==> src/rtl/core/gmc_pkg.sv <==
`default_nettype none

package gmc_pkg;

   // Number of vertices the block handles; rows, masks and counters follow from it.
   localparam int VERTICES = 15;
   localparam int IDX_W    = $clog2(VERTICES);
   localparam int K_W      = $clog2(VERTICES + 1);
   localparam int COUNT_W  = 7;
   localparam int CUT_W    = 8;

   typedef logic [VERTICES-1:0] row_type;
   typedef logic [IDX_W-1:0]    idx_type;
   typedef logic [K_W-1:0]      kcount_type;
   typedef logic [COUNT_W-1:0]  count_type;
   typedef logic [CUT_W-1:0]    cut_type;

   typedef enum logic [1:0] {
      ST_IDLE,
      ST_SCAN,
      ST_WALK,
      ST_EMIT
   } state_type;

   // Write port of the adjacency store.
   typedef struct packed {
      logic    en;
      idx_type addr;
      row_type data;
   } adj_wr_type;

   function automatic kcount_type count_ones(row_type x);
      kcount_type n;
      n = '0;
      for (int i = 0; i < VERTICES; i++) begin
         n = n + kcount_type'(x[i]);
      end
      return n;
   endfunction

endpackage

`default_nettype wire

==> src/rtl/core/gmc_if.sv <==
`default_nettype none

interface gmc_req_if;
   logic              valid;
   logic              ready;
   gmc_pkg::idx_type  vertex;
   gmc_pkg::row_type  neighbors;
   gmc_pkg::row_type  active;
   logic              last;

   modport source(output valid, output vertex, output neighbors, output active,
                  output last, input ready);
   modport sink(input valid, input vertex, input neighbors, input active,
                input last, output ready);
endinterface

interface gmc_rsp_if;
   logic                valid;
   logic                ready;
   gmc_pkg::count_type  max_cut;
   gmc_pkg::count_type  edge_count;
   gmc_pkg::count_type  beta;

   modport source(output valid, output max_cut, output edge_count, output beta,
                  input ready);
   modport sink(input valid, input max_cut, input edge_count, input beta,
                output ready);
endinterface

`default_nettype wire

==> src/rtl/core/gmc_adj_store.sv <==
`default_nettype none

// Adjacency rows held in flip-flops; reset clears every row.
module gmc_adj_store (
   input  wire logic                clock,
   input  wire logic                reset,
   input  wire gmc_pkg::adj_wr_type wr,
   input  wire gmc_pkg::idx_type    rd_addr,
   output gmc_pkg::row_type         rd_data
);

   gmc_pkg::row_type rows_ff [gmc_pkg::VERTICES];

   always_ff @(posedge clock) begin
      if (reset) begin
         for (int i = 0; i < gmc_pkg::VERTICES; i++) begin
            rows_ff[i] <= '0;
         end
      end else if (wr.en && (32'(wr.addr) < gmc_pkg::VERTICES)) begin
         rows_ff[wr.addr] <= wr.data;
      end
   end

   assign rd_data = rows_ff[rd_addr];

endmodule

`default_nettype wire

==> src/rtl/core/graph_max_cut_bruteforce.sv <==
`default_nettype none

// Exhaustive maximum cut of a graph of up to 15 vertices. Each request carries
// one adjacency row, which is stored under its vertex index (indices of 15 and
// above are not stored). A request marked last stores its row, then starts a
// computation over the vertices selected by its active mask and later yields
// one response holding the maximum cut, the number of edges among the active
// vertices and their difference (beta). For an active pair v < w the edge is
// taken from bit w of row v only; self loops are ignored. After accepting a
// last request the block scans the stored rows (one row per cycle through the
// store's single read port, building a symmetric neighbor table of the active
// vertices and counting edges), then walks all colorings of the k active
// vertices in Gray-code order, one vertex flip per cycle, and then loads the
// response register. The load waits while the previous response is still
// held in the response register, so a slow consumer delays it. The block
// takes no request while computing; it accepts plain rows again as soon as
// the response register is loaded, even before that response is taken.
module graph_max_cut_bruteforce (
   input wire logic  clock,
   input wire logic  reset,
   gmc_req_if.sink   req_ch,
   gmc_rsp_if.source rsp_ch
);

   localparam int V = gmc_pkg::VERTICES;

   gmc_pkg::state_type  state_ff, state_in;
   gmc_pkg::idx_type    idx_ff, idx_in;
   gmc_pkg::kcount_type k_ff, k_in;
   gmc_pkg::row_type    active_ff, active_in;
   gmc_pkg::row_type    sym_ff [V];
   gmc_pkg::row_type    sym_in [V];
   gmc_pkg::idx_type    list_ff [V];
   gmc_pkg::idx_type    list_in [V];
   gmc_pkg::row_type    coloring_ff, coloring_in;
   gmc_pkg::cut_type    cut_ff, cut_in;
   gmc_pkg::cut_type    best_ff, best_in;
   gmc_pkg::row_type    gray_ff, gray_in;
   gmc_pkg::count_type  edges_ff, edges_in;
   logic                rsp_valid_ff, rsp_valid_in;
   gmc_pkg::count_type  rsp_max_ff, rsp_max_in;
   gmc_pkg::count_type  rsp_edges_ff, rsp_edges_in;
   gmc_pkg::count_type  rsp_beta_ff, rsp_beta_in;

   gmc_pkg::adj_wr_type adj_wr;
   gmc_pkg::row_type    adj_row;
   logic                req_accept;

   // Scan and walk datapath signals.
   gmc_pkg::row_type    above;
   gmc_pkg::row_type    hits;
   gmc_pkg::idx_type    flip_pos;
   gmc_pkg::idx_type    flip_vertex;
   gmc_pkg::row_type    nb;
   gmc_pkg::row_type    same;
   gmc_pkg::kcount_type gain;
   gmc_pkg::kcount_type degree;
   gmc_pkg::cut_type    next_cut;
   gmc_pkg::row_type    walk_full;

   // Position of the lowest set bit; the argument is never zero in the walk.
   function automatic gmc_pkg::idx_type lowest_set(gmc_pkg::row_type x);
      gmc_pkg::idx_type r;
      r = '0;
      for (int i = V - 1; i >= 0; i--) begin
         if (x[i]) begin
            r = gmc_pkg::idx_type'(i);
         end
      end
      return r;
   endfunction

   assign req_ch.ready = (state_ff == gmc_pkg::ST_IDLE);
   assign req_accept   = req_ch.valid && req_ch.ready;

   assign rsp_ch.valid      = rsp_valid_ff;
   assign rsp_ch.max_cut    = rsp_max_ff;
   assign rsp_ch.edge_count = rsp_edges_ff;
   assign rsp_ch.beta       = rsp_beta_ff;

   // Every accepted request writes its row; the scan reads one row per cycle.
   assign adj_wr.en   = req_accept;
   assign adj_wr.addr = req_ch.vertex;
   assign adj_wr.data = req_ch.neighbors;

   gmc_adj_store u_store (
      .clock   (clock),
      .reset   (reset),
      .wr      (adj_wr),
      .rd_addr (idx_ff),
      .rd_data (adj_row)
   );

   // Edges of the current row that go to higher-numbered active vertices.
   assign above = (gmc_pkg::row_type'({V{1'b1}}) << idx_ff) << 1;
   assign hits  = adj_row & active_ff & above;

   // One Gray-code flip: the lowest set bit of the step counter selects the
   // compact index, which maps back to the real vertex through the list.
   // The cut changes by (same-color neighbors) - (other-color neighbors),
   // which equals twice the same-color count minus the degree.
   assign flip_pos    = lowest_set(gray_ff);
   assign flip_vertex = list_ff[flip_pos];
   assign nb          = sym_ff[flip_vertex];
   assign same        = coloring_ff[flip_vertex] ? coloring_ff : (~coloring_ff & active_ff);
   assign gain        = gmc_pkg::count_ones(nb & same);
   assign degree      = gmc_pkg::count_ones(nb);
   assign next_cut    = cut_ff + gmc_pkg::cut_type'({gain, 1'b0})
                        - gmc_pkg::cut_type'(degree);
   assign walk_full   = ~(gmc_pkg::row_type'({V{1'b1}}) << k_ff);

   always_comb begin
      state_in     = state_ff;
      idx_in       = idx_ff;
      k_in         = k_ff;
      active_in    = active_ff;
      sym_in       = sym_ff;
      list_in      = list_ff;
      coloring_in  = coloring_ff;
      cut_in       = cut_ff;
      best_in      = best_ff;
      gray_in      = gray_ff;
      edges_in     = edges_ff;
      rsp_valid_in = rsp_valid_ff && !rsp_ch.ready;
      rsp_max_in   = rsp_max_ff;
      rsp_edges_in = rsp_edges_ff;
      rsp_beta_in  = rsp_beta_ff;

      unique case (state_ff)
         gmc_pkg::ST_IDLE: begin
            if (req_accept && req_ch.last) begin
               active_in = req_ch.active;
               idx_in    = '0;
               k_in      = '0;
               edges_in  = '0;
               for (int i = 0; i < V; i++) begin
                  sym_in[i] = '0;
               end
               state_in = gmc_pkg::ST_SCAN;
            end
         end

         gmc_pkg::ST_SCAN: begin
            if (active_ff[idx_ff]) begin
               list_in[k_ff[gmc_pkg::IDX_W-1:0]] = idx_ff;
               k_in     = k_ff + 1'b1;
               edges_in = edges_ff + gmc_pkg::count_type'(gmc_pkg::count_ones(hits));
               sym_in[idx_ff] = sym_ff[idx_ff] | hits;
               for (int w = 0; w < V; w++) begin
                  if (hits[w]) begin
                     sym_in[w][idx_ff] = 1'b1;
                  end
               end
            end
            if (32'(idx_ff) == V - 1) begin
               gray_in     = gmc_pkg::row_type'(1);
               coloring_in = '0;
               cut_in      = '0;
               best_in     = '0;
               // With no active vertex the result is all zero.
               if (k_in == '0) begin
                  state_in = gmc_pkg::ST_EMIT;
               end else begin
                  state_in = gmc_pkg::ST_WALK;
               end
            end else begin
               idx_in = idx_ff + 1'b1;
            end
         end

         gmc_pkg::ST_WALK: begin
            cut_in      = next_cut;
            coloring_in = coloring_ff ^ (gmc_pkg::row_type'(1) << flip_vertex);
            if (next_cut > best_ff) begin
               best_in = next_cut;
            end
            if (gray_ff == walk_full) begin
               state_in = gmc_pkg::ST_EMIT;
            end else begin
               gray_in = gray_ff + 1'b1;
            end
         end

         gmc_pkg::ST_EMIT: begin
            if (!rsp_valid_ff || rsp_ch.ready) begin
               rsp_valid_in = 1'b1;
               rsp_max_in   = best_ff[gmc_pkg::COUNT_W-1:0];
               rsp_edges_in = edges_ff;
               rsp_beta_in  = edges_ff - best_ff[gmc_pkg::COUNT_W-1:0];
               state_in     = gmc_pkg::ST_IDLE;
            end
         end

         default: begin
            state_in = gmc_pkg::ST_IDLE;
         end
      endcase
   end

   always_ff @(posedge clock) begin
      if (reset) begin
         state_ff     <= gmc_pkg::ST_IDLE;
         rsp_valid_ff <= 1'b0;
      end else begin
         state_ff     <= state_in;
         rsp_valid_ff <= rsp_valid_in;
      end
   end

   always_ff @(posedge clock) begin
      idx_ff       <= idx_in;
      k_ff         <= k_in;
      active_ff    <= active_in;
      sym_ff       <= sym_in;
      list_ff      <= list_in;
      coloring_ff  <= coloring_in;
      cut_ff       <= cut_in;
      best_ff      <= best_in;
      gray_ff      <= gray_in;
      edges_ff     <= edges_in;
      rsp_max_ff   <= rsp_max_in;
      rsp_edges_ff <= rsp_edges_in;
      rsp_beta_ff  <= rsp_beta_in;
   end

endmodule

`default_nettype wire
==> src/flat_wrapper.sv <==
// flat-port wrapper written by rule: the top's interface ports become plain ports
module graph_max_cut_bruteforce_flat 
  (clock, reset, req_ch_valid, req_ch_vertex, req_ch_neighbors, req_ch_active, req_ch_last, req_ch_ready, rsp_ch_valid, rsp_ch_max_cut, rsp_ch_edge_count, rsp_ch_beta, rsp_ch_ready);
  gmc_req_if req_ch_i ();
  gmc_rsp_if rsp_ch_i ();
  input wire logic clock;
  input wire logic reset;
  input wire logic [$bits(req_ch_i.valid)-1:0] req_ch_valid;
  input wire logic [$bits(req_ch_i.vertex)-1:0] req_ch_vertex;
  input wire logic [$bits(req_ch_i.neighbors)-1:0] req_ch_neighbors;
  input wire logic [$bits(req_ch_i.active)-1:0] req_ch_active;
  input wire logic [$bits(req_ch_i.last)-1:0] req_ch_last;
  output wire logic [$bits(req_ch_i.ready)-1:0] req_ch_ready;
  output wire logic [$bits(rsp_ch_i.valid)-1:0] rsp_ch_valid;
  output wire logic [$bits(rsp_ch_i.max_cut)-1:0] rsp_ch_max_cut;
  output wire logic [$bits(rsp_ch_i.edge_count)-1:0] rsp_ch_edge_count;
  output wire logic [$bits(rsp_ch_i.beta)-1:0] rsp_ch_beta;
  input wire logic [$bits(rsp_ch_i.ready)-1:0] rsp_ch_ready;
  assign req_ch_i.valid = req_ch_valid;
  assign req_ch_i.vertex = req_ch_vertex;
  assign req_ch_i.neighbors = req_ch_neighbors;
  assign req_ch_i.active = req_ch_active;
  assign req_ch_i.last = req_ch_last;
  assign req_ch_ready = req_ch_i.ready;
  assign rsp_ch_valid = rsp_ch_i.valid;
  assign rsp_ch_max_cut = rsp_ch_i.max_cut;
  assign rsp_ch_edge_count = rsp_ch_i.edge_count;
  assign rsp_ch_beta = rsp_ch_i.beta;
  assign rsp_ch_i.ready = rsp_ch_ready;
  graph_max_cut_bruteforce u_core (.clock(clock), .reset(reset), .req_ch(req_ch_i), .rsp_ch(rsp_ch_i));
endmodule
==> config.mk <==
export PLATFORM = sky130hd
export DESIGN_NAME = graph_max_cut_bruteforce_flat
export DESIGN_NICKNAME = d
export VERILOG_FILES = /design/src/rtl/core/gmc_pkg.sv /design/src/rtl/core/gmc_if.sv /design/src/rtl/core/gmc_adj_store.sv /design/src/rtl/core/graph_max_cut_bruteforce.sv /design/src/flat_wrapper.sv
export SDC_FILE = /design/constraint.sdc
export NUM_CORES = 1
export LEC_CHECK = 0
export BUFFER_PORTS_ARGS = -buffer_cell sky130_fd_sc_hd__buf_2
export CAP_MARGIN = 20
export CORE_AREA = 4 4 300 302
export DETAILED_ROUTE_END_ITERATION = 10
export DIE_AREA = 0 0 304 306
export PLACE_DENSITY = 0.6
export SLEW_MARGIN = 20
export SYNTH_ARGS = -nofsm -noshare
export SYNTH_HDL_FRONTEND = slang
export SYNTH_SLANG_ARGS = --single-unit
==> constraint.sdc <==
create_clock -name clock -period 18.1 [get_ports clock]
set_input_delay 0.905 -clock clock [delete_from_list [all_inputs] [get_ports clock]]
set_output_delay 0.905 -clock clock [all_outputs]
set_load 0.03 [all_outputs]
==> flow_summary.ini <==
[placement]
gp_congestion = 0.874
place.port_buffers = 60
placed_area_mm2 = 0.0360
dpl.hpwl_mm = 64.1

[clocking]
cts_repair_resize_count = 0
cts_post_setup_buffers_inserted = 0
insertion_delay_ps = 640
clockRootBuffer = sky130_fd_sc_hd__clkbuf_16
tritoncts = yes
cts_num_sinks = 613
hold_buffers = 0
cts_buffers = 72
worst_setup_hold_path_clk_slew_ps = 60
clock_path_buffers = 3
clock_tree.htree_level_count = 3

[grt]
antenna_found_initial = 3
vias_in_the_first_global_route = 24400
grt_overflow = 0
grt_use_total_pct = 21.3
pin_count_of_the_biggest_net_entering_global_routing = 97
grt_pass1_wl_mm = 153

[yosys]
ys_async_sr_fraction_pct = 0
syn_avg_cell_area_um2 = 11.7
post_synth_instance_area_mm2 = 0.0347
ys.warnings.count = 0
synthesis.instances = 2968
synth.distinct_cells = 94
postSynthRegisterBits = 613
synth_top_flop_cell = sky130_fd_sc_hd__edfxtp_1
synth-seq-area-share_pct = 52.9
number_of_enable_type_register_cells_in_the_synthesized_netlist = 606

[final_layout]
most-common-layout-cells = 606 x sky130_fd_sc_hd__edfxtp_1, 410 x sky130_fd_sc_hd__nor2_1, 252 x sky130_fd_sc_hd__and2_1
antennaDiodeCount = 0
final_common_cell = sky130_fd_sc_hd__edfxtp_1
post_route_cells_drive_above_1_share_pct = 14.3
areaGrowthSynthToFinish_pct = 10.6
multi_input_combinational_cell_area_mm2 = 0.0151
ff_latch_area_mm2 = 0.0183
design_area_mm2 = 0.0384
fin_nets = 3056
fillerInstances = 8062

[sta]
rsz0062_at_grt = false
hold_viol = 0
setup_tns_ps = 0
maxClockFrequency_mhz = 85.1
final.min_clock_period_ps = 11750
setup_viol_count_final = 0
worst_pin_slew_ps = 1120
drv_slew = 0
max_slew_margin_pct = 25.2
clock_skew_ps = 29.8
timing.hold.ws_ps = 454
min_period_over_period_pct = 64.9

[setup_path]
crit_path_frequent_cell = sky130_fd_sc_hd__fa_1
cp_slowest_cell = sky130_fd_sc_hd__o2bb2ai_2
timing.critical_path.slowest_cell_delay_ps = 680
critPathCaptureType = register
critical_path_peak_fanout = 35
timing.critical_path.arrival_ps = 12000
timing.critical_path.from_type = register
worst-setup-path-type = reg2reg
wp_data_required_ps = 18340

[floorplan]
floorplan.initialDensity_pct = 39.5
core-area_mm2 = 0.0877
die_height_um = 306
pin_count = 62
dieArea_mm2 = 0.0930
die_width_um = 304
std_cell_rows = 109

[route]
firstDrtPassIters = 7
routedWlPerCell_um = 24.5
remaining_drc_errors = 0
antenna_violating_nets_post_route = 0
finalWirelength_mm = 102
route.detailed.vias_per_inst = 6.00
detailedRoute.firstIterationViolations = 3006
route.vias.total = 24900

[job]
maximum_capacitance_violations = 0

[outcome]
run_status = complete, no violations

[worst_hold_path]
min_path_type = in2reg
synthesized netlist by cell type, types with 29 or more instances:
library cell / instances / area share (%)
sky130_fd_sc_hd__edfxtp_1: 606 / 52
sky130_fd_sc_hd__a22oi_1: 29 / 0.63
sky130_fd_sc_hd__xnor2_1: 30 / 0.76
sky130_fd_sc_hd__a221oi_1: 96 / 2.4
sky130_fd_sc_hd__mux4_2: 129 / 8.4
sky130_fd_sc_hd__inv_1: 89 / 0.96
sky130_fd_sc_hd__buf_1: 31 / 0.34
sky130_fd_sc_hd__o21ai_0: 54 / 0.78
sky130_fd_sc_hd__nand3_1: 44 / 0.64
sky130_fd_sc_hd__nand2_1: 214 / 2.3
sky130_fd_sc_hd__nor2_1: 412 / 4.5
sky130_fd_sc_hd__mux2i_1: 81 / 2.3
sky130_fd_sc_hd__clkbuf_1: 199 / 2.2
sky130_fd_sc_hd__ha_1: 58 / 2.1
sky130_fd_sc_hd__a21oi_1: 108 / 1.6
sky130_fd_sc_hd__and2_1: 252 / 4.5
sky130_fd_sc_hd__fa_1: 33 / 1.9
sky130_fd_sc_hd__a211oi_1: 110 / 2.4
critical path, delay by kind of cell, from the launching register on:
kind / cells / cell delay [ps]
multiplexers: 1 / 550
AO/OA/AOI/OAI: 12 / 3490
adder cells (fa/ha/maj): 10 / 4200
buffers and inverters: 5 / 500
flip-flops: 1 / 540
AND/OR/NAND/NOR: 5 / 1960
XOR/XNOR: 1 / 110
flip-flops by register name (all words and copies together), names as in the netlist, named ones only:
name	cells
u_core.u_store.rows_ff	224
u_core.rsp_ch.edge_count	7
u_core.best_ff	8
u_core.cut_ff	8
u_core.sym_ff	225
u_core.rsp_ch.max_cut	7
u_core.list_ff	60
u_core.state_ff	2
u_core.active_ff	15
u_core.gray_ff	15
u_core.k_ff	4
u_core.edges_ff	7
u_core.coloring_ff	15
u_core.rsp_ch.valid	1
u_core.rsp_ch.beta	7
u_core.idx_ff	4
through the flow:
step	cells	worst slack, ps	utilization (%)
global route	4143	5570	43.7
global placement	4014	6490	41.1
CTS	4141	6400	43.7
detailed placement	4015	6430	41.1
floorplan	2981	3490	-
finish	4143	6350	43.7
worst paths after layout:
path	to	slack, ps	from	depth (start not counted)
setup / recovery	u_core.best_ff[1]	6350	u_core.gray_ff[5]	34
setup reg to reg	u_core.best_ff[1]	6350	u_core.gray_ff[5]	34
hold reg to reg	u_core.rsp_ch.max_cut[4]	460	u_core.best_ff[4]	0
hold / removal	u_core.active_ff[2]	450	req_ch_active[2]	1
layout make-up:
cell class | instances | area share (%)
sequential | 613 | 47.8
multi-input combinational | 2019 | 39.3
clock buffer | 87 | 4.84
tap | 1165 | 3.80
timing repair buffer | 128 | 2.11
clock inverter | 39 | 1.16
inverter | 92 | 0.913
per-layer routing:
metal	part of all wire, %	routed length [µm]	global-route usage, %	vias up
met5	0	0	0	-
li1	-	-	-	11000
met2	46	46800	33.5	1269
met4	4.2	4250	8.57	0
met1	41	41200	28.9	12400
met3	9.2	9380	4.49	262
cell families (layout without fill, tap and decap cells):
family	count (synthesis)	count (layout)	synth area share [%]
and+or+nand+nor	1080	1080	14.9
other	1	14	0.0108
AOI/OAI and AO/OA	557	557	11.7
xor gates and xnor gates	51	51	1.29
buffers and inverters	349	346	3.94
muxes	226	226	11.2
adders and majority gates	91	91	4.00
DFF	613	613	52.9
Power is left out: the tool's default activity adds up to more than one toggle a clock period on the data nets, which glitch-free logic cannot reach.
